[src/sv/jsu_pkg.sv]
// ----------------------------------------------------------------------------
// jsu_pkg
// Types, codes and helper functions of the JSON string unescaper.
// ----------------------------------------------------------------------------
`default_nettype none

package jsu_pkg;

    // parser modes
    localparam logic [2:0] MODE_IDLE  = 3'd0;
    localparam logic [2:0] MODE_STR   = 3'd1;
    localparam logic [2:0] MODE_ESC   = 3'd2;
    localparam logic [2:0] MODE_HEX_A = 3'd3;
    localparam logic [2:0] MODE_BS    = 3'd4;
    localparam logic [2:0] MODE_U     = 3'd5;
    localparam logic [2:0] MODE_HEX_B = 3'd6;

    // result kinds
    localparam logic [1:0] KIND_BYTE = 2'd0;
    localparam logic [1:0] KIND_FIN  = 2'd1;
    localparam logic [1:0] KIND_ERR  = 2'd2;

    // error codes
    localparam logic [2:0] ERR_EXP_STR  = 3'd0;
    localparam logic [2:0] ERR_BAD_ESC  = 3'd1;
    localparam logic [2:0] ERR_BAD_U    = 3'd2;
    localparam logic [2:0] ERR_UNP_HIGH = 3'd3;
    localparam logic [2:0] ERR_UNP_LOW  = 3'd4;
    localparam logic [2:0] ERR_CTRL     = 3'd5;
    localparam logic [2:0] ERR_UNTERM   = 3'd6;

    // source characters
    localparam logic [7:0] CH_QUOTE = 8'h22;
    localparam logic [7:0] CH_BSL   = 8'h5C;
    localparam logic [7:0] CH_SLASH = 8'h2F;
    localparam logic [7:0] CH_SPACE = 8'h20;
    localparam logic [7:0] CH_TAB   = 8'h09;
    localparam logic [7:0] CH_LF    = 8'h0A;
    localparam logic [7:0] CH_CR    = 8'h0D;
    localparam logic [7:0] CH_FF    = 8'h0C;
    localparam logic [7:0] CH_BS    = 8'h08;
    localparam logic [7:0] CH_LO_B  = 8'h62;
    localparam logic [7:0] CH_LO_F  = 8'h66;
    localparam logic [7:0] CH_LO_N  = 8'h6E;
    localparam logic [7:0] CH_LO_R  = 8'h72;
    localparam logic [7:0] CH_LO_T  = 8'h74;
    localparam logic [7:0] CH_LO_U  = 8'h75;

    // surrogate prefixes on code[15:10]
    localparam logic [5:0] SURR_HIGH = 6'b110110;
    localparam logic [5:0] SURR_LOW  = 6'b110111;
    localparam logic [20:0] CP_SUPP_BASE = 21'h10000;

    localparam int RES_MAX = 4;

    typedef struct packed {
        logic [2:0]  mode;
        logic [11:0] acc;   // hex digits taken so far
        logic [1:0]  cnt;
        logic [9:0]  high;  // high surrogate minus its base
    } t_st;

    typedef struct packed {
        logic [2:0]       cnt;
        logic [1:0]       kind;
        logic [2:0]       code;
        logic [3:0][7:0]  bytes;  // bytes[0] goes out first
    } t_res;

    typedef struct packed {
        logic       ok;
        logic [3:0] val;
    } t_hex;

    function automatic t_hex hex_digit(input logic [7:0] c);
        t_hex h;
        h.ok  = 1'b1;
        h.val = 4'd0;
        if (c >= 8'h30 && c <= 8'h39) begin
            h.val = c[3:0];
        end else if ((c >= 8'h61 && c <= 8'h66) || (c >= 8'h41 && c <= 8'h46)) begin
            h.val = c[3:0] + 4'd9;
        end else begin
            h.ok = 1'b0;
        end
        return h;
    endfunction

    function automatic t_res utf8_enc(input logic [20:0] cp);
        t_res r;
        r.kind  = KIND_BYTE;
        r.code  = ERR_EXP_STR;
        r.bytes = '0;
        if (cp < 21'h80) begin
            r.cnt      = 3'd1;
            r.bytes[0] = cp[7:0];
        end else if (cp < 21'h800) begin
            r.cnt      = 3'd2;
            r.bytes[0] = {3'b110, cp[10:6]};
            r.bytes[1] = {2'b10, cp[5:0]};
        end else if (cp < CP_SUPP_BASE) begin
            r.cnt      = 3'd3;
            r.bytes[0] = {4'b1110, cp[15:12]};
            r.bytes[1] = {2'b10, cp[11:6]};
            r.bytes[2] = {2'b10, cp[5:0]};
        end else begin
            r.cnt      = 3'd4;
            r.bytes[0] = {5'b11110, cp[20:18]};
            r.bytes[1] = {2'b10, cp[17:12]};
            r.bytes[2] = {2'b10, cp[11:6]};
            r.bytes[3] = {2'b10, cp[5:0]};
        end
        return r;
    endfunction

endpackage

`default_nettype wire

[src/sv/jsu_if.sv]
// ----------------------------------------------------------------------------
// jsu_in_if / jsu_out_if
// Valid/ready channels for source bytes and decoded results.
// ----------------------------------------------------------------------------
`default_nettype none

interface jsu_in_if;
    logic       valid;
    logic       ready;
    logic [7:0] data_byte;
    logic       source_end;

    modport source (output valid, output data_byte, output source_end, input ready);
    modport sink   (input valid, input data_byte, input source_end, output ready);
endinterface

interface jsu_out_if;
    logic       valid;
    logic       ready;
    logic [7:0] out_byte;
    logic [1:0] kind;
    logic [2:0] error_code;
    logic       last_of_run;

    modport source (output valid, output out_byte, output kind, output error_code,
                    output last_of_run, input ready);
    modport sink   (input valid, input out_byte, input kind, input error_code,
                    input last_of_run, output ready);
endinterface

`default_nettype wire

[src/sv/jsu_decode.sv]
// ----------------------------------------------------------------------------
// jsu_decode
// One step of the unescaper: next parser state and up to four results.
// ----------------------------------------------------------------------------
`default_nettype none

module jsu_decode
    import jsu_pkg::*;
(
    input  var t_st        i_st,
    input  wire logic [7:0] i_byte,
    input  wire logic      i_end,
    output t_st            o_st,
    output t_res           o_res
);

    t_hex        hx;
    logic [15:0] code;
    logic [20:0] cp_pair;

    assign hx      = hex_digit(i_byte);
    assign code    = {i_st.acc, hx.val};
    assign cp_pair = CP_SUPP_BASE + {1'b0, i_st.high, code[9:0]};

    always_comb begin
        o_st  = i_st;
        o_res = '0;

        case (i_st.mode)
            MODE_STR: begin
                if (i_end) begin
                    o_st = '0;
                    o_res.cnt = 3'd1; o_res.kind = KIND_ERR; o_res.code = ERR_UNTERM;
                end else if (i_byte == CH_QUOTE) begin
                    o_st = '0;
                    o_res.cnt = 3'd1; o_res.kind = KIND_FIN;
                end else if (i_byte == CH_BSL) begin
                    o_st.mode = MODE_ESC;
                end else if (i_byte < CH_SPACE) begin
                    o_st = '0;
                    o_res.cnt = 3'd1; o_res.kind = KIND_ERR; o_res.code = ERR_CTRL;
                end else begin
                    o_res.cnt = 3'd1; o_res.bytes[0] = i_byte;
                end
            end
            MODE_ESC: begin
                o_st.mode = MODE_STR;
                o_res.cnt = 3'd1;
                if (i_end) begin
                    o_st = '0;
                    o_res.kind = KIND_ERR; o_res.code = ERR_BAD_ESC;
                end else begin
                    case (i_byte)
                        CH_QUOTE, CH_BSL, CH_SLASH: o_res.bytes[0] = i_byte;
                        CH_LO_B: o_res.bytes[0] = CH_BS;
                        CH_LO_F: o_res.bytes[0] = CH_FF;
                        CH_LO_N: o_res.bytes[0] = CH_LF;
                        CH_LO_R: o_res.bytes[0] = CH_CR;
                        CH_LO_T: o_res.bytes[0] = CH_TAB;
                        CH_LO_U: begin
                            o_st.mode = MODE_HEX_A;
                            o_st.acc  = '0;
                            o_st.cnt  = '0;
                            o_res.cnt = 3'd0;
                        end
                        default: begin
                            o_st = '0;
                            o_res.kind = KIND_ERR; o_res.code = ERR_BAD_ESC;
                        end
                    endcase
                end
            end
            MODE_HEX_A, MODE_HEX_B: begin
                if (i_end) begin
                    o_st = '0;
                    o_res.cnt = 3'd1; o_res.kind = KIND_ERR;
                    o_res.code = (i_st.mode == MODE_HEX_A) ? ERR_BAD_U : ERR_UNP_HIGH;
                end else if (!hx.ok) begin
                    o_st = '0;
                    o_res.cnt = 3'd1; o_res.kind = KIND_ERR; o_res.code = ERR_BAD_U;
                end else if (i_st.cnt != 2'd3) begin
                    o_st.acc = code[11:0];
                    o_st.cnt = i_st.cnt + 2'd1;
                end else begin
                    o_st.acc = '0;
                    o_st.cnt = '0;
                    if (i_st.mode == MODE_HEX_A) begin
                        if (code[15:10] == SURR_HIGH) begin
                            o_st.high = code[9:0];
                            o_st.mode = MODE_BS;
                        end else if (code[15:10] == SURR_LOW) begin
                            o_st = '0;
                            o_res.cnt = 3'd1; o_res.kind = KIND_ERR;
                            o_res.code = ERR_UNP_LOW;
                        end else begin
                            o_st.mode = MODE_STR;
                            o_res = utf8_enc({5'd0, code});
                        end
                    end else if (code[15:10] != SURR_LOW) begin
                        o_st = '0;
                        o_res.cnt = 3'd1; o_res.kind = KIND_ERR; o_res.code = ERR_UNP_HIGH;
                    end else begin
                        o_st.mode = MODE_STR;
                        o_st.high = '0;
                        o_res = utf8_enc(cp_pair);
                    end
                end
            end
            MODE_BS: begin
                if (i_end || i_byte != CH_BSL) begin
                    o_st = '0;
                    o_res.cnt = 3'd1; o_res.kind = KIND_ERR; o_res.code = ERR_UNP_HIGH;
                end else begin
                    o_st.mode = MODE_U;
                end
            end
            MODE_U: begin
                if (i_end || i_byte != CH_LO_U) begin
                    o_st = '0;
                    o_res.cnt = 3'd1; o_res.kind = KIND_ERR; o_res.code = ERR_UNP_HIGH;
                end else begin
                    o_st.mode = MODE_HEX_B;
                    o_st.acc  = '0;
                    o_st.cnt  = '0;
                end
            end
            default: begin
                // idle, and any mode code never used
                if (i_end) begin
                    o_st = '0;
                    o_res.cnt = 3'd1; o_res.kind = KIND_ERR; o_res.code = ERR_EXP_STR;
                end else if (i_byte == CH_SPACE || i_byte == CH_TAB ||
                             i_byte == CH_LF || i_byte == CH_CR) begin
                    o_st = i_st;
                end else if (i_byte == CH_QUOTE) begin
                    o_st = '0;
                    o_st.mode = MODE_STR;
                end else begin
                    o_st = '0;
                    o_res.cnt = 3'd1; o_res.kind = KIND_ERR; o_res.code = ERR_EXP_STR;
                end
            end
        endcase
    end

endmodule

`default_nettype wire

[src/sv/jsu_out_buf.sv]
// ----------------------------------------------------------------------------
// jsu_out_buf
// Result register holding the results of one step, sent one per transfer.
// ----------------------------------------------------------------------------
`default_nettype none

module jsu_out_buf
    import jsu_pkg::*;
(
    input  wire logic       i_clk,
    input  wire logic       i_rst_n,
    input  wire logic       i_load,
    input  var t_res        i_res,
    input  wire logic       i_ready,
    output logic            o_free,
    output logic            o_valid,
    output logic [7:0]      o_byte,
    output logic [1:0]      o_kind,
    output logic [2:0]      o_code,
    output logic            o_last
);

    logic [2:0]      r_left;
    logic [2:0]      n_left;
    logic [1:0]      r_pos;
    logic [1:0]      n_pos;
    logic [3:0][7:0] r_bytes;
    logic [1:0]      r_kind;
    logic [2:0]      r_code;
    logic            xfer;

    assign xfer    = o_valid && i_ready;
    // free when empty, or once the last held result leaves in this cycle
    assign o_free  = (r_left == 3'd0) || (r_left == 3'd1 && i_ready);
    assign o_valid = (r_left != 3'd0);
    assign o_byte  = r_bytes[r_pos];
    assign o_kind  = r_kind;
    assign o_code  = r_code;
    assign o_last  = (r_left == 3'd1);

    always_comb begin
        n_left = r_left;
        n_pos  = r_pos;
        if (i_load) begin
            n_left = i_res.cnt;
            n_pos  = 2'd0;
        end else if (xfer) begin
            n_left = r_left - 3'd1;
            n_pos  = r_pos + 2'd1;
        end
    end

    always_ff @(posedge i_clk) begin
        if (!i_rst_n) begin
            r_left <= 3'd0;
            r_pos  <= 2'd0;
        end else begin
            r_left <= n_left;
            r_pos  <= n_pos;
        end
    end

    always_ff @(posedge i_clk) begin
        if (i_load) begin
            r_bytes <= i_res.bytes;
            r_kind  <= i_res.kind;
            r_code  <= i_res.code;
        end
    end

    a_left_range: assert property (@(posedge i_clk) disable iff (!i_rst_n)
        r_left <= 3'(RES_MAX))
        else $error("result count beyond four");

    a_single_non_byte: assert property (@(posedge i_clk) disable iff (!i_rst_n)
        o_valid && o_kind != KIND_BYTE |-> o_last && o_byte == 8'd0)
        else $error("finish or error result not alone or carries a byte");

    a_load_when_free: assert property (@(posedge i_clk) disable iff (!i_rst_n)
        i_load |-> o_free)
        else $error("results overwritten before delivery");

endmodule

`default_nettype wire

[src/sv/json_string_unescape_utf8_unit.sv]
// ----------------------------------------------------------------------------
// json_string_unescape_utf8_unit
// JSON string unescaper producing UTF-8, one source byte per transfer.
// ----------------------------------------------------------------------------
// Usage:
//   i_in carries one source byte per transfer, or an end-of-source marker
//   (source_end set). o_out carries the results: decoded UTF-8 bytes, then a
//   finish result at the closing quote, or a single error result. The final
//   result caused by an input transfer has last_of_run set; some inputs
//   (blank before a string, opening quote, backslash, most hex digits) cause
//   no result at all. A source byte is taken into the input register, then
//   decoded into the result register once that is free, and its first result
//   is then valid on o_out. Throughput: one input per cycle while each input
//   yields at most one result and o_out does not stall; the result register
//   sends one result per cycle while o_out is ready, so an escape that yields
//   more than one UTF-8 byte holds the input side until its last byte leaves.
//   When o_out stalls, the result register holds and the input register
//   fills, after which i_in.ready drops. Reset empties both registers and puts
//   the parser in idle, waiting for the opening quote.
// ----------------------------------------------------------------------------
`default_nettype none

module json_string_unescape_utf8_unit
    import jsu_pkg::*;
(
    input  wire logic    i_clk,
    input  wire logic    i_rst_n,
    jsu_in_if.sink       i_in,
    jsu_out_if.source    o_out
);

    logic       r_in_valid;
    logic [7:0] r_in_byte;
    logic       r_in_end;
    t_st        r_st;
    t_st        n_st;
    t_res       step_res;
    logic       buf_free;
    logic       adv;

    assign adv        = r_in_valid && buf_free;
    assign i_in.ready = !r_in_valid || adv;

    jsu_decode u_decode (
        .i_st   (r_st),
        .i_byte (r_in_byte),
        .i_end  (r_in_end),
        .o_st   (n_st),
        .o_res  (step_res)
    );

    jsu_out_buf u_out_buf (
        .i_clk   (i_clk),
        .i_rst_n (i_rst_n),
        .i_load  (adv),
        .i_res   (step_res),
        .i_ready (o_out.ready),
        .o_free  (buf_free),
        .o_valid (o_out.valid),
        .o_byte  (o_out.out_byte),
        .o_kind  (o_out.kind),
        .o_code  (o_out.error_code),
        .o_last  (o_out.last_of_run)
    );

    always_ff @(posedge i_clk) begin
        if (!i_rst_n) begin
            r_in_valid <= 1'b0;
            r_st       <= '0;
        end else begin
            if (i_in.valid && i_in.ready) begin
                r_in_valid <= 1'b1;
            end else if (adv) begin
                r_in_valid <= 1'b0;
            end
            if (adv) begin
                r_st <= n_st;
            end
        end
    end

    always_ff @(posedge i_clk) begin
        if (i_in.valid && i_in.ready) begin
            r_in_byte <= i_in.data_byte;
            r_in_end  <= i_in.source_end;
        end
    end

    a_idle_clean: assert property (@(posedge i_clk) disable iff (!i_rst_n)
        r_st.mode == MODE_IDLE |-> r_st.acc == '0 && r_st.cnt == '0 && r_st.high == '0)
        else $error("idle parser holds stale escape state");

    a_state_only_on_step: assert property (@(posedge i_clk) disable iff (!i_rst_n)
        !adv |=> $stable(r_st))
        else $error("parser state moved without a step");

    a_held_input: assert property (@(posedge i_clk) disable iff (!i_rst_n)
        r_in_valid && !adv |=> r_in_valid && $stable(r_in_byte) && $stable(r_in_end))
        else $error("waiting input lost or changed");

endmodule

`default_nettype wire

[src/flat_wrapper.sv]
// flat-port wrapper written by rule: the top's interface ports become plain ports
module json_string_unescape_utf8_unit_flat import jsu_pkg::*;
  (i_clk, i_rst_n, i_in_valid, i_in_data_byte, i_in_source_end, i_in_ready, o_out_valid, o_out_out_byte, o_out_kind, o_out_error_code, o_out_last_of_run, o_out_ready);
  jsu_in_if i_in_i ();
  jsu_out_if o_out_i ();
  input  wire logic i_clk;
  input  wire logic i_rst_n;
  input wire logic [$bits(i_in_i.valid)-1:0] i_in_valid;
  input wire logic [$bits(i_in_i.data_byte)-1:0] i_in_data_byte;
  input wire logic [$bits(i_in_i.source_end)-1:0] i_in_source_end;
  output wire logic [$bits(i_in_i.ready)-1:0] i_in_ready;
  output wire logic [$bits(o_out_i.valid)-1:0] o_out_valid;
  output wire logic [$bits(o_out_i.out_byte)-1:0] o_out_out_byte;
  output wire logic [$bits(o_out_i.kind)-1:0] o_out_kind;
  output wire logic [$bits(o_out_i.error_code)-1:0] o_out_error_code;
  output wire logic [$bits(o_out_i.last_of_run)-1:0] o_out_last_of_run;
  input wire logic [$bits(o_out_i.ready)-1:0] o_out_ready;
  assign i_in_i.valid = i_in_valid;
  assign i_in_i.data_byte = i_in_data_byte;
  assign i_in_i.source_end = i_in_source_end;
  assign i_in_ready = i_in_i.ready;
  assign o_out_valid = o_out_i.valid;
  assign o_out_out_byte = o_out_i.out_byte;
  assign o_out_kind = o_out_i.kind;
  assign o_out_error_code = o_out_i.error_code;
  assign o_out_last_of_run = o_out_i.last_of_run;
  assign o_out_i.ready = o_out_ready;
  json_string_unescape_utf8_unit u_core (.i_clk(i_clk), .i_rst_n(i_rst_n), .i_in(i_in_i), .o_out(o_out_i));
endmodule
[config.mk]
export PLATFORM = sky130hd
export DESIGN_NAME = json_string_unescape_utf8_unit_flat
export DESIGN_NICKNAME = d
export VERILOG_FILES = /design/src/sv/jsu_pkg.sv /design/src/sv/jsu_if.sv /design/src/sv/jsu_decode.sv /design/src/sv/jsu_out_buf.sv /design/src/sv/json_string_unescape_utf8_unit.sv /design/src/flat_wrapper.sv
export SDC_FILE = /design/constraint.sdc
export NUM_CORES = 1
export LEC_CHECK = 0
export ABC_AREA = 1
export BUFFER_PORTS_ARGS = -buffer_cell sky130_fd_sc_hd__buf_2
export CAP_MARGIN = 5
export CORE_ASPECT_RATIO = 0.75
export CORE_UTILIZATION = 50
export CTS_BUF_LIST = sky130_fd_sc_hd__clkbuf_16
export DETAILED_ROUTE_END_ITERATION = 8
export MAX_ROUTING_LAYER = met4
export PLACE_DENSITY = 0.78
export SYNTH_ARGS = -nofsm -noshare
export SYNTH_HDL_FRONTEND = slang
export SYNTH_SLANG_ARGS = --single-unit
export TNS_END_PERCENT = 100
[constraint.sdc]
create_clock -name i_clk -period 3.97 [get_ports i_clk]
set_input_delay 0 -clock i_clk [delete_from_list [all_inputs] [get_ports i_clk]]
set_output_delay 0 -clock i_clk [all_outputs]
set_load 0.05 [all_outputs]
---- Word level (Yosys, flattened, before mapping) ----
Index checks and enable logic that the tools add are counted.
cells by class
  $add $sub $neg .......................... 5
  multipliers ............................. 0
  div/mod/pow operators ................... 0
  order comparisons ....................... 13
  equality and inequality tests ........... 36
  shift operators ......................... 0
  muxes and demuxes ....................... 94
  bitwise logic cells ..................... 3
  reduce and logical (&&, ||, !) cells .... 29
operators with widths
  operator                                                                 number
  24-bit 2-to-1 mux                                                        11
  27-bit 2-to-1 mux                                                        8
  27-bit one-hot mux with 5 select lines                                   1
  8-bit 2-to-1 mux                                                         16
  40-bit 2-to-1 mux                                                        2
  16-bit 2-to-1 mux                                                        4
  32-bit 2-to-1 mux                                                        2
  8-bit by 7-bit == test with 1-bit output (second input constant)         7
  10-bit 2-to-1 mux                                                        5
  8-bit one-hot mux with 6 select lines                                    1
  8-bit one-hot mux with 5 select lines                                    1
  39-bit 2-to-1 mux                                                        1
  6-bit 2-to-1 mux                                                         6
  3-bit 2-to-1 mux                                                         11
  16-bit one-hot mux with 2 select lines                                   1
  26-bit 2-to-1 mux                                                        1
  25-bit 2-to-1 mux                                                        1
  8-bit by 4-bit == test with 1-bit output (second input constant)         3
  8-bit by 6-bit == test with 1-bit output (second input constant)         3
  8-bit one-hot mux with 3 select lines                                    1
  22-bit 2-to-1 mux                                                        1
  17-bit by 20-bit adder with 21-bit output (first input constant)         1
  21-bit by 12-bit < comparator with 1-bit output (second input constant)  1
  21-bit by 17-bit < comparator with 1-bit output (second input constant)  1
  47 further kinds                                                         90
storage, ports and cells
  register bits ........................... 79
  latch bits .............................. 0
  bits in writable memories ............... 0
  memory bits (read-only) ................. 0
  input bits .............................. 13
  output and inout bits ................... 16
  logic and storage cells ................. 195
  memories ................................ 0

---- Depth between registers and ports, before layout ----
Gate-level depths: netlist (run 1).
  depth after elaboration ................. 21
  mapped depth ............................ 16
  mapped depth without buffers ............ 16

---- Modules after synthesis ----
From an unflattened synthesis (run 1), not the netlist that was laid out.
second synthesis, totals
  cell total of the unflattened synthesis .. 895
  area, all modules ....................... 5,959.5 sq um
modules (own cells, without submodules)
  module                          instances  cells an instance  area an instance (sq um)  seq. area each (sq um)
  jsu_decode                      1          578                2,857.7                   0.0
  jsu_out_buf                     1          130                1,666.6                   1,211.2
  json_string_unescape_utf8_unit  1          187                1,435.1                   830.8

---- Least setup slack after synthesis (run 1) ----
OpenSTA, ideal clock, no wires.
  path kind ............................... register to register
  start point ............................. register u_core.u_out_buf.r_left[1]
  end point ............................... register u_core.r_st[24] (netlist name)
  library setup time ...................... 0.078 ns
  arrival time ............................ 2.923 ns
  data required time ...................... 3.892 ns
  slack ................................... 0.970 ns
  cell stages (with the launch flop) ...... 15
  path buffers ............................ 0
  period minus slack after synthesis ...... 3.000 ns
  cells stage by stage .................... dfxtp_1 > inv_1 > ha_1 > inv_1 > nor2_1 > nand2_1 > nand2_1 > nand2_1 > inv_1 > nand2_1 > nor2_1 > nand2_2 > inv_1 > nor2_1 > nor3_1
on the way
  longest elaborated chain between the ends .. 5
  elaborated cells between the ends (all ways) .. 6
  classes of those cells .................. eq/ne: 1; reduce/logical: 5
RTL lines
  element                                   line                                  source
  start: declaration                        jsu_out_buf.sv:23                     logic [2:0] r_left;
  start signal: assignment                  jsu_out_buf.sv:58                     r_left <= n_left;
  3-bit by 1-bit == test with 1-bit output  n/a
  net o_out_last_of_run                     flat_wrapper.sv:16                    output wire logic [$bits(o_out_i.last_of_run)-1:0] o_out_last_of_run;
  1-bit logical AND                         jsu_out_buf.sv:34                     assign o_free = (r_left == 3'd0) || (r_left == 3'd1 && i_ready);
  1-bit logical OR                          jsu_out_buf.sv:34
  1-bit logical AND                         json_string_unescape_utf8_unit.sv:41  assign adv = r_in_valid && buf_free;
  net u_core.adv                            json_string_unescape_utf8_unit.sv:39  logic adv;
  4-bit AND reduction (no source line)      n/a
  end signal: assignment                    json_string_unescape_utf8_unit.sv:77  r_st <= n_st;
  end: declaration                          json_string_unescape_utf8_unit.sv:35  t_st r_st;
The timed path passes the listed nets, and every way through them passes these cells.
A chain may end at the register's enable or synchronous reset.

---- Final worst setup path (run 1) ----
  start point ............................. register u_core.r_in_byte[0]
  end point ............................... register u_core.r_st[17] (netlist name)
on the way
  longest elaborated chain between the ends .. 8
  elaborated cells between the ends (all ways) .. 42
  classes of those cells .................. order compare: 7; eq/ne: 18; mux: 7; reduce/logical: 10
RTL lines
  element                                                                                                                                line                                  source
  start: declaration                                                                                                                     json_string_unescape_utf8_unit.sv:33  logic [7:0] r_in_byte;
  start signal: assignment                                                                                                               json_string_unescape_utf8_unit.sv:84  r_in_byte <= i_in.data_byte;
  8-bit by 7-bit greater-or-equal comparator with 1-bit output / 8-bit by 7-bit <= comparator with 1-bit output (equally long branches)  jsu_pkg.sv:81                         end else if ((c >= 8'h61 && c <= 8'h66) || (c >= 8'h41 && c <= 8'h46)) begin
  1-bit logical AND                                                                                                                      jsu_pkg.sv:81
  1-bit logical OR                                                                                                                       jsu_pkg.sv:81
  1-bit 2-to-1 mux                                                                                                                       jsu_pkg.sv:81
  1-bit 2-to-1 mux                                                                                                                       jsu_pkg.sv:79                         if (c >= 8'h30 && c <= 8'h39) begin
  27-bit 2-to-1 mux                                                                                                                      jsu_decode.sv:78                      end else if (!hx.ok) begin
  27-bit 2-to-1 mux                                                                                                                      jsu_decode.sv:74                      if (i_end) begin
  27-bit one-hot mux with 5 select lines                                                                                                 jsu_decode.sv:29                      case (i_st.mode)
Parallel ways exist; a longest one is shown, timed or not.

==> results of run 1 <==
-- sequential cells by signal, indices dropped and copies added, names as in the netlist --
register / flops
u_core.r_in_valid: 1
u_core.r_in_end: 1
u_core.r_in_byte: 8
u_core.u_out_buf.r_bytes: 29
u_core.u_out_buf.o_kind: 2
u_core.r_st: 27
u_core.u_out_buf.r_left: 3
u_core.u_out_buf.r_pos: 2
u_core.u_out_buf.o_code: 3
-- cell usage in the layout, fill, tap and decap left out, drive strengths merged --
cell         instances
ha                   9
o22ai               12
clkbuf              11
a22oi                4
buf                 29
o2111ai              7
dlygate4sd3         10
o32ai                3
edfxtp              43
dfxtp               33
o31ai                3
inv                 90
nor3                16
nand2              150
bufinv               1
o21ai               61
nand3b               1
nor2               121
a21oi               40
o221ai               1
a31oi                1
clkinv               3
nand4                8
nand3               46
xor2                 4
o211ai               8
clkinvlp             1
-- power by group --
part | internal (mW) | total (mW) | leakage [nW] | switching (mW)
clock network | 0.562 | 0.905 | 0.164 | 0.342
registers | 1.05 | 1.23 | 0.679 | 0.187
logic | 0.389 | 1.49 | 1.55 | 1.10
total | 2.00 | 3.62 | 2.39 | 1.63
-- critical path: cells and delay by family, from the launching register on --
family | cells | cell delay (ns)
AO/OA/AOI/OAI | 1 | 0.18
flip-flops | 1 | 0.43
adder cells (fa/ha/maj) | 1 | 0.31
buffers and inverters | 4 | 0.49
AND/OR/NAND/NOR | 8 | 1.11
-- worst max path at each step --
stage,startpoint,end,slack [ns],cells after the start
2_1_floorplan,u_core.u_out_buf.r_left[1]$_SDFFE_PN0P_,u_core.r_st[24]$_SDFFE_PN0P_,0.97,14
3_3_place_gp,u_core.r_in_byte[0]$_DFFE_PP_,u_core.r_st[15]$_SDFFE_PN0P_,1.43,14
3_5_place_dp,u_core.r_in_byte[0]$_DFFE_PP_,u_core.r_st[17]$_SDFFE_PN0P_,1.40,14
4_1_cts,u_core.r_in_byte[0]$_DFFE_PP_,u_core.r_st[17]$_SDFFE_PN0P_,1.39,14
5_1_grt,u_core.r_in_byte[0]$_DFFE_PP_,u_core.u_out_buf.r_bytes[20]$_SDFFCE_PP0P_,1.12,14
6_report,u_core.r_in_byte[0]$_DFFE_PP_,u_core.r_st[17]$_SDFFE_PN0P_,1.35,14
-- final cells by class --
| cell class | count | area, µm² |
|---|---|---|
| fillers | 954 | 4000 |
| multi-input cells | 495 | 2570 |
| flip-flops and latches | 76 | 1950 |
| inverters | 90 | 347 |
| clock buffers | 11 | 275 |
| repair buffers | 39 | 248 |
| well taps | 132 | 165 |
| clock inverters | 5 | 55.1 |
-- kinds of logic (layout without fill, tap and decap cells) --
group	after synthesis	after routing	synth area share [%]
AND/OR/NAND/NOR	342	342	32.5
AO/OA/AOI/OAI	140	140	16.5
buffers and inverters	102	145	8.43
flip-flops	76	76	39.5
adder cells (fa/ha/maj)	9	9	2.28
XOR/XNOR	4	4	0.861
-- repair_timing --
item                                    4_1_cts  5_1_grt
hold endpoints to repair                     10        0
endpoints found under the setup margin        0        0
hold buffers                                 10        0
-- layer usage --
metal,vias up,share of wire [%],GRT usage [%]
met2,230,42,42.2
met5,-,0,-
met1,2257,48,43.8
met4,0,1.2,8.63
met3,15,9.5,8.51
li1,2345,-,-
==> results.json, run 1 <==
{
  "ys_types": 41,
  "fin_tns_setup_ns": 0,
  "syn_area_per_cell_um2": 7.35,
  "antenna_found_initial": 0,
  "crit_chain": "inv_1, ha_1, nand2_1, inv_2, nand2_2, nand2_2, nor2_4, nand2_2, nand3_2, inv_4, nor2_8, inv_2, a21oi_1, nor2_1",
  "post_drt_wl_per_cell_um": 17.1,
  "die_w_um": 117,
  "diodes": 0,
  "slowest_delay_ns": 0.43,
  "min_path_type": "input pin to flop",
  "h-tree-depth": 3,
  "ant_nets": 0,
  "drc_errors": 0,
  "dr.pass1.iters": 5,
  "cts_root_buf": "clkbuf_16",
  "reg2reg_from": "u_core.r_in_byte[0]$_DFFE_PP_",
  "synthTopCellsByArea": "edfxtp_1 26%, dfxtp_1 13%, nand2_1 10%",
  "yosysTopAreaCell": "edfxtp_1",
  "end_kind": "flop",
  "ff2ff_path_depth": 14,
  "area_growth_pct": 13.6,
  "path_class": "flop to flop",
  "synth_ff_type": "edfxtp_1",
  "status": "completed",
  "critPathArrivalTime_ns": 2.86,
  "grt_pass1_vias": 4273,
  "yosysTopAreaCellShare_pct": 26.1,
  "gr-usage-all-layers_pct": 30.8,
  "core-area_um2": 9620,
  "io_buffers": 28,
  "worst_pin_slew_ns": 0.600,
  "power_density_nw_per_um2": 645,
  "required_ns": 4.21,
  "clock_skew_ns": 0.0106,
  "leakagePower_nw": 2.39,
  "async_reset_ff_share_pct": 0,
  "pre_cts_ws_ns": 1.40,
  "grt_max_degree": 36,
  "yosysMostFrequentCell": "nand2_1",
  "grt_pass1_wl_um": 22500,
  "dp.cells": 822,
  "dp_hpwl_um": 11000,
  "die_area_um2": 10300,
  "fin_area_um2": 5620,
  "max_freq_mhz": 381,
  "synth_seq_area_share_pct": 39.5,
  "critPathMaxFanout": 25,
  "startpoint_type": "flop",
  "synth_warnings": 0,
  "fin_nets": 733,
  "period_needed_ns": 2.62,
  "synth_edf_count": 43,
  "syn_inst": 673,
  "first_iter_violations": 519,
  "maxSlewHeadroom_pct": 59.6,
  "cts_tree": "yes",
  "cp_slowest_cell": "edfxtp_1",
  "final-hold-violation-count": 0,
  "r2r-end": "u_core.r_st[17]$_SDFFE_PN0P_",
  "cts_sinks": 76,
  "peakVddDrop_mv": 0.383,
  "setup_viol": 0,
  "power_mw": 3.62,
  "initial_utilization_pct": 51.4,
  "gp_congestion": 1.06,
  "synth_seq_cells": 76,
  "clkLatencyLatePin_ns": 0.35,
  "ios": 29,
  "post-route-util_pct": 58.4,
  "clk_pin_slew_ns": 0.06,
  "viasPerCell": 5.72,
  "whs_ns": 0.0114,
  "report.final.slew_viol_count": 0,
  "fin_crit_sh_pct": 66.1,
  "ctsResizeCount": 0,
  "routed_wl_um": 14500,
  "row_count": 31,
  "min_to": "u_core.u_out_buf.r_pos[0]$_SDFFE_PP0P_",
  "fin_cells": 848,
  "vias": 4847,
  "min_from": "o_out_ready",
  "ys_top_cells_by_count": "137 x nand2_1, 106 x nor2_1, 64 x inv_1, 43 x edfxtp_1, 42 x o21ai_0",
  "rsz0062_at_grt": "false",
  "drive_above_1_share_pct": 16.3,
  "synthesis.nets": 695,
  "cts_setup_buffers": 0,
  "overflow": 0,
  "r2r_slack_ns": 1.35,
  "cts_inserted_buffers": 9,
  "setup_slack_ns": 1.35,
  "placedInstanceArea_um2": 5190,
  "cap_viol_max_count": 0,
  "min_delay_path_depth": 3,
  "clockBufferDepth": 2,
  "crit_top_cell": "nand2_2",
  "die_h_um": 88.1,
  "syn_area_um2": 4940
}
Power figures use the tool's default switching activity.
==> inputs of run 2 (changes only) <==
==> constraint.sdc (replaced) <==
create_clock -name i_clk -period 2.7 [get_ports i_clk]
set_input_delay 0 -clock i_clk [delete_from_list [all_inputs] [get_ports i_clk]]
set_output_delay 0 -clock i_clk [all_outputs]
set_load 0.05 [all_outputs]
==> run 2 against run 1 <==
Wire length is 1.1% lower. Flip-flop and latch count stayed put. Power is 42% higher. Worst hold slack better by 0.17 ns. Utilization is 0.10 points higher. Largest power group unchanged.
==> results.json, run 2 (synthesis gave the netlist of run 1 again) <==
{
  "min_delay_path_depth": 3,
  "r2r-end": "u_core.u_out_buf.r_bytes[16]$_SDFFCE_PP0P_",
  "reg_top3": "u_core.u_out_buf.r_bytes: 29 flops, u_core.r_st: 27 flops, u_core.r_in_byte: 8 flops",
  "fin_tns_setup_ns": 0,
  "routed_wl_um": 14300,
  "end_kind": "flop",
  "drt-met1-wl_um": 6790,
  "critPathMaxFanout": 18,
  "post_drt_wl_per_cell_um": 16.7,
  "startpoint_type": "flop",
  "fin_area_um2": 5630,
  "highest_layer": "met4",
  "min_from": "i_rst_n",
  "area_growth_pct": 13.8,
  "final_common_cell": "nand2_1",
  "cp_slowest_cell": "edfxtp_1",
  "path_class": "flop to flop",
  "fin_crit_sh_pct": 92.6,
  "cap_viol_max_count": 0,
  "final_cell_mix": "137 x nand2_1, 105 x nor2_1, 63 x inv_1",
  "status": "completed",
  "cts_root_buf": "clkbuf_16",
  "cts_sinks": 76,
  "critPathArrivalTime_ns": 2.63,
  "clock_skew_ns": 0.00838,
  "setup_slack_ns": 0.199,
  "die_h_um": 88.1,
  "cts_setup_buffers": 0,
  "slowest_delay_ns": 0.47,
  "crit_top_cell": "nand2_4",
  "top_register": "u_core.u_out_buf.r_bytes",
  "drc_errors": 0,
  "clockBufferDepth": 2,
  "dp_hpwl_um": 10900,
  "initial_utilization_pct": 51.4,
  "grt_max_degree": 36,
  "gp_congestion": 1.03,
  "diodes": 0,
  "pre_cts_ws_ns": 0.184,
  "vias": 4865,
  "io_buffers": 28,
  "peakVddDrop_mv": 0.426,
  "overflow": 0,
  "r2r_slack_ns": 0.20,
  "placedInstanceArea_um2": 5250,
  "period_needed_ns": 2.50,
  "rsz0062_at_grt": "false",
  "die_area_um2": 10300,
  "dr_wl_met2_um": 5910,
  "h-tree-depth": 3,
  "antenna_found_initial": 0,
  "gr-usage-all-layers_pct": 30.5,
  "clkPwrFrac_pct": 21.4,
  "switching_share_pct": 46.1,
  "grt_pass1_vias": 4198,
  "power_density_nw_per_um2": 913,
  "report.final.slew_viol_count": 0,
  "core-area_um2": 9620,
  "clkLatencyLatePin_ns": 0.34,
  "cts_inserted_buffers": 9,
  "dr.pass1.iters": 7,
  "viasPerCell": 5.68,
  "max_freq_mhz": 400,
  "min_path_type": "input pin to flop",
  "first_iter_violations": 690,
  "grt_pass1_wl_um": 22500,
  "final-hold-violation-count": 0,
  "wl_met3_um": 1500,
  "die_w_um": 117,
  "seqPwrFrac_pct": 35.0,
  "fin_nets": 741,
  "required_ns": 2.83,
  "crit_chain": "inv_2, ha_1, inv_1, nand3_1, nand3_2, nand2_4, nand2_4, nor2_8, nand2_4, clkinv_2, nand2_2, o32ai_1",
  "p_int_mw": 2.77,
  "whs_ns": 0.178,
  "worst_pin_slew_ns": 0.571,
  "leakagePower_nw": 2.38,
  "power_mw": 5.14,
  "clk_pin_slew_ns": 0.06,
  "largest_reg_flops": 29,
  "ant_nets": 0,
  "maxSlewHeadroom_pct": 61.9,
  "row_count": 31,
  "p_sw_mw": 2.37,
  "reg2reg_from": "u_core.r_in_byte[0]$_DFFE_PP_",
  "setup_viol": 0,
  "ios": 29,
  "cts_tree": "yes",
  "min_to": "u_core.r_st[3]$_SDFFE_PN0P_",
  "ff2ff_path_depth": 12,
  "p_comb_share_pct": 43.6,
  "drive_above_1_share_pct": 17.5
}
==> run 2: metrics by stage <==
step,util [%],std cells
CTS,58.5,856
finish,58.5,856
global route,58.5,856
floorplan,-,673
global placement,54.5,829
detailed placement,54.5,829
==> run 2: power by group through the flow <==
stage	registers (mW)	logic, mW	clock network (mW)
detailed placement	1.81	2.20	0
global route	1.82	2.47	1.17
CTS	1.79	2.21	1.11
global placement	1.80	2.17	0
floorplan	1.77	1.66	0
finish	1.80	2.24	1.10
==> run 2: worst max-delay path by stage <==
| stage | startpoint | end | slack, ns | cells after the start |
|---|---|---|---|---|
| floorplan | u_core.u_out_buf.r_left[0]$_SDFFE_PN0P_ | u_core.r_st[26]$_SDFFE_PN0P_ | 0.20 | 12 |
| global placement | u_core.r_in_byte[0]$_DFFE_PP_ | u_core.r_st[14]$_SDFFE_PN0P_ | 0.14 | 14 |
| detailed placement | u_core.r_in_byte[0]$_DFFE_PP_ | u_core.u_out_buf.r_bytes[16]$_SDFFCE_PP0P_ | 0.18 | 12 |
| CTS | u_core.r_in_byte[0]$_DFFE_PP_ | u_core.u_out_buf.r_bytes[16]$_SDFFCE_PP0P_ | 0.17 | 12 |
| global route | u_core.r_in_byte[1]$_DFFE_PP_ | u_core.u_out_buf.r_bytes[20]$_SDFFCE_PP0P_ | 0.06 | 14 |
| finish | u_core.r_in_byte[0]$_DFFE_PP_ | u_core.u_out_buf.r_bytes[16]$_SDFFCE_PP0P_ | 0.20 | 12 |
==> run 2: final cells by class <==
type	instances	area [µm²]
clock buffers	9	225
clock inverters	7	43.8
fillers	893	3990
inverters	90	350
multi-input cells	495	2580
flip-flops and latches	76	1950
well taps	132	165
repair buffers	47	310
==> run 2: what timing repair did <==
item | in CTS | in global routing
hold endpoints to repair | 11 | 0
hold buffers | 11 | 0
resized for setup | 0 | 2
setup endpoints to repair | 0 | 8
==> run 2: worst max-delay path, delay by kind of cell (launching register included) <==
kind,cells,cell delay (ns)
buffers and inverters,3,0.40
AND/OR/NAND/NOR,7,1.00
AO/OA/AOI/OAI,1,0.17
adder cells (fa/ha/maj),1,0.23
flip-flops,1,0.47
==> run 2: per-layer routing <==
metal | track usage, % | vias up
li1 | - | 2368
met1 | 44.1 | 2242
met2 | 41.5 | 240
met3 | 9.13 | 15
met4 | 6.10 | 0
met5 | - | -
==> inputs of run 3 (changes only) <==
--- a/config.mk
+++ b/config.mk
@@ -5,7 +5,6 @@
 export SDC_FILE = /design/constraint.sdc
 export NUM_CORES = 1
 export LEC_CHECK = 0
-export ABC_AREA = 1
 export BUFFER_PORTS_ARGS = -buffer_cell sky130_fd_sc_hd__buf_2
 export CAP_MARGIN = 5
 export CORE_ASPECT_RATIO = 0.75
==> run 3 against run 2 <==
Flip-flop and latch count unchanged. Largest cell class unchanged. Via count down 2.6%. Fmax down 6.0%. Critical endpoint is now u_core.u_out_buf.o_code[0]$_DFFE_PP_. First-iteration DRC count up 5.2%. Global-route usage up 0.32 points. Utilization up 2.0 points. Clock power up 12%. Worst setup slack worse by 0.16 ns. Count of clock-buffer cells in the layout unchanged.
==> results.json, run 3 <==
{
  "status": "completed",
  "placedInstanceArea_um2": 5380,
  "post-route-util_pct": 60.5,
  "power_mw": 4.27,
  "ant_nets": 0,
  "register_area_um2": 1950,
  "row_count": 31,
  "viasPerCell": 6.48,
  "crit_chain": "inv_1, ha_2, nand2_1, or4_4, mux2_2, nor2_1, o32a_1, nand3b_1",
  "die_area_um2": 10300,
  "final_common_cell": "nand2_1",
  "fin_crit_sh_pct": 98.5,
  "drc_errors": 0,
  "synthTopCellsByArea": "edfxtp_1 26%, dfxtp_1 13%, a21oi_1 4.8%",
  "final_cell_mix": "52 x nand2_1, 46 x a21oi_1, 43 x edfxtp_1",
  "clockBufferDepth": 2,
  "wl_met3_um": 1540,
  "die_w_um": 117,
  "clock_skew_ns": 0.00675,
  "area_growth_pct": 17.7,
  "cp_slowest_cell": "or4_4",
  "cts_sinks": 76,
  "power_density_nw_per_um2": 734,
  "cts_root_buf": "clkbuf_16",
  "startpoint_type": "flop",
  "peakVddDrop_mv": 0.388,
  "gr-usage-all-layers_pct": 30.8,
  "io_buffers": 28,
  "final-hold-violation-count": 0,
  "synth_ff_type": "edfxtp_1",
  "yosysTopAreaCell": "edfxtp_1",
  "critPathArrivalTime_ns": 2.72,
  "syn_area_per_cell_um2": 9.13,
  "setup_viol": 0,
  "multi_input_area_um2": 2750,
  "whs_ns": 0.0314,
  "h-tree-depth": 3,
  "required_ns": 2.76,
  "synth_seq_cells": 76,
  "async_reset_ff_share_pct": 0,
  "slowest_delay_ns": 0.49,
  "dp.cells": 704,
  "clk_pin_slew_ns": 0.06,
  "critPathMaxFanout": 7,
  "rsz0062_at_grt": "true",
  "cts_tree": "yes",
  "cts_inserted_buffers": 9,
  "end_kind": "flop",
  "dr.pass1.iters": 6,
  "synth_seq_area_share_pct": 39.5,
  "syn_inst": 542,
  "diodes": 0,
  "top_register": "u_core.u_out_buf.r_bytes",
  "core-area_um2": 9620,
  "fin_nets": 616,
  "worst_pin_slew_ns": 0.650,
  "synth_warnings": 0,
  "drive_above_1_share_pct": 18.9,
  "yosysTopAreaCellShare_pct": 26.1,
  "fin_cells": 731,
  "leakagePower_nw": 2.02,
  "maxSlewHeadroom_pct": 56.7,
  "cpLargestDelayFamily": "simple AND/OR/NAND/NOR gates",
  "period_needed_ns": 2.66,
  "min_path_type": "input pin to flop",
  "ys_types": 73,
  "die_h_um": 88.1,
  "ios": 29,
  "clkLatencyLatePin_ns": 0.34,
  "reg_top3": "u_core.u_out_buf.r_bytes: 29 flops, u_core.r_st: 27 flops, u_core.r_in_byte: 8 flops",
  "highest_layer": "met4",
  "critPathBufInv": 1,
  "largest_reg_flops": 29,
  "initial_utilization_pct": 51.4,
  "max_freq_mhz": 376,
  "yosysMostFrequentCell": "nand2_1",
  "path_class": "flop to flop",
  "first_iter_violations": 726,
  "report.final.slew_viol_count": 0,
  "gp_congestion": 1.00,
  "nFillCells": 844,
  "routed_wl_um": 14700,
  "synth_edf_count": 43,
  "antenna_found_initial": 0,
  "ys_top_cells_by_count": "52 x nand2_1, 47 x a21oi_1, 43 x edfxtp_1, 39 x o21ai_0, 33 x dfxtp_1",
  "syn_area_um2": 4950,
  "vias": 4737,
  "fin_area_um2": 5820,
  "drt-met1-wl_um": 6760,
  "dr_wl_met2_um": 6120,
  "synthesis.nets": 564,
  "grt_max_degree": 29,
  "overflow": 0,
  "cap_viol_max_count": 0,
  "grt_pass1_vias": 4153,
  "dp_hpwl_um": 10800,
  "grt_pass1_wl_um": 22700,
  "post_drt_wl_per_cell_um": 20.1
}
run 3: cell count changes in the layout (fill, tap and decap cells not counted), moves of 12 or more:
| cell | delta |
|---|---|
| o21ai_1 | -14 |
| nand3_1 | -12 |
| buf_4 | +32 |
| inv_1 | -48 |
| inv_2 | -22 |
| mux2i_1 | +12 |
| nor2_1 | -74 |
| nand2_1 | -85 |
run 3: cell families after synthesis:
family / Yosys count / synth area share [%]
AOI/OAI and AO/OA: 176 / 24.3
xor gates and xnor gates: 6 / 1.06
adders and majority gates: 9 / 2.28
buffers and inverters: 56 / 5.36
DFF: 76 / 39.5
muxes: 21 / 6.07
and+or+nand+nor: 198 / 21.5
run 3: final cells by class:
type / instances / share of cell area (%)
Multi-Input combinational cell: 410 / 47.3
Timing Repair Buffer: 80 / 9.97
Tap cell: 132 / 2.84
Clock buffer: 9 / 3.87
Inverter: 17 / 1.10
Clock inverter: 7 / 1.42
Sequential cell: 76 / 33.5
run 3: where the power goes:
part | total (mW) | internal (mW) | switching, mW
Clock | 1.23 | 0.729 | 0.504
Combinational | 1.46 | 0.480 | 0.978
Sequential | 1.58 | 1.43 | 0.154
run 3: repair_timing:
item | 4_1_cts | 5_1_grt
cloned | 0 | 0
endpoints found under the hold margin | 10 | 0
buffers inserted | 0 | 1
hold buffers | 10 | 0
resized for setup | 1 | 8
pin swaps | 0 | 2
setup endpoints to repair | 1 | 33
run 3: worst min-delay path, stage by stage:
cell	delay, ns
buf_2	0.13
nand2_1	0.08
xor2_1	0.06
nor2_1	0.07
run 3: path summary, 6_finish.rpt:
check	slack [ns]	from	to	cells after the start
setup / recovery	0.04	u_core.r_in_byte[0]$_DFFE_PP_	u_core.u_out_buf.o_code[0]$_DFFE_PP_	8
hold / removal	0.03	o_out_ready	u_core.u_out_buf.r_pos[0]$_SDFFE_PP0P_	4
setup reg to reg	0.04	u_core.r_in_byte[0]$_DFFE_PP_	u_core.u_out_buf.o_code[0]$_DFFE_PP_	8
hold reg to reg	0.49	u_core.r_st[11]$_SDFFE_PN0P_	u_core.r_st[11]$_SDFFE_PN0P_	2
run 3: stage by stage:
stage                     worst slack (ns)  setup TNS (ns)
after floorplan                      0.250               0
after global placement              0.0300               0
after detailed placement           0.00966               0
after CTS                           0.0712               0
after global routing              -0.00850        -0.00850
final                               0.0405               0
run 3: metal layers:
layer,vias to the layer above,GRT usage (%)
met4,0,9.21
met3,27,7.68
met2,268,42.4
met1,2255,44.0
li1,2187,-
met5,-,-
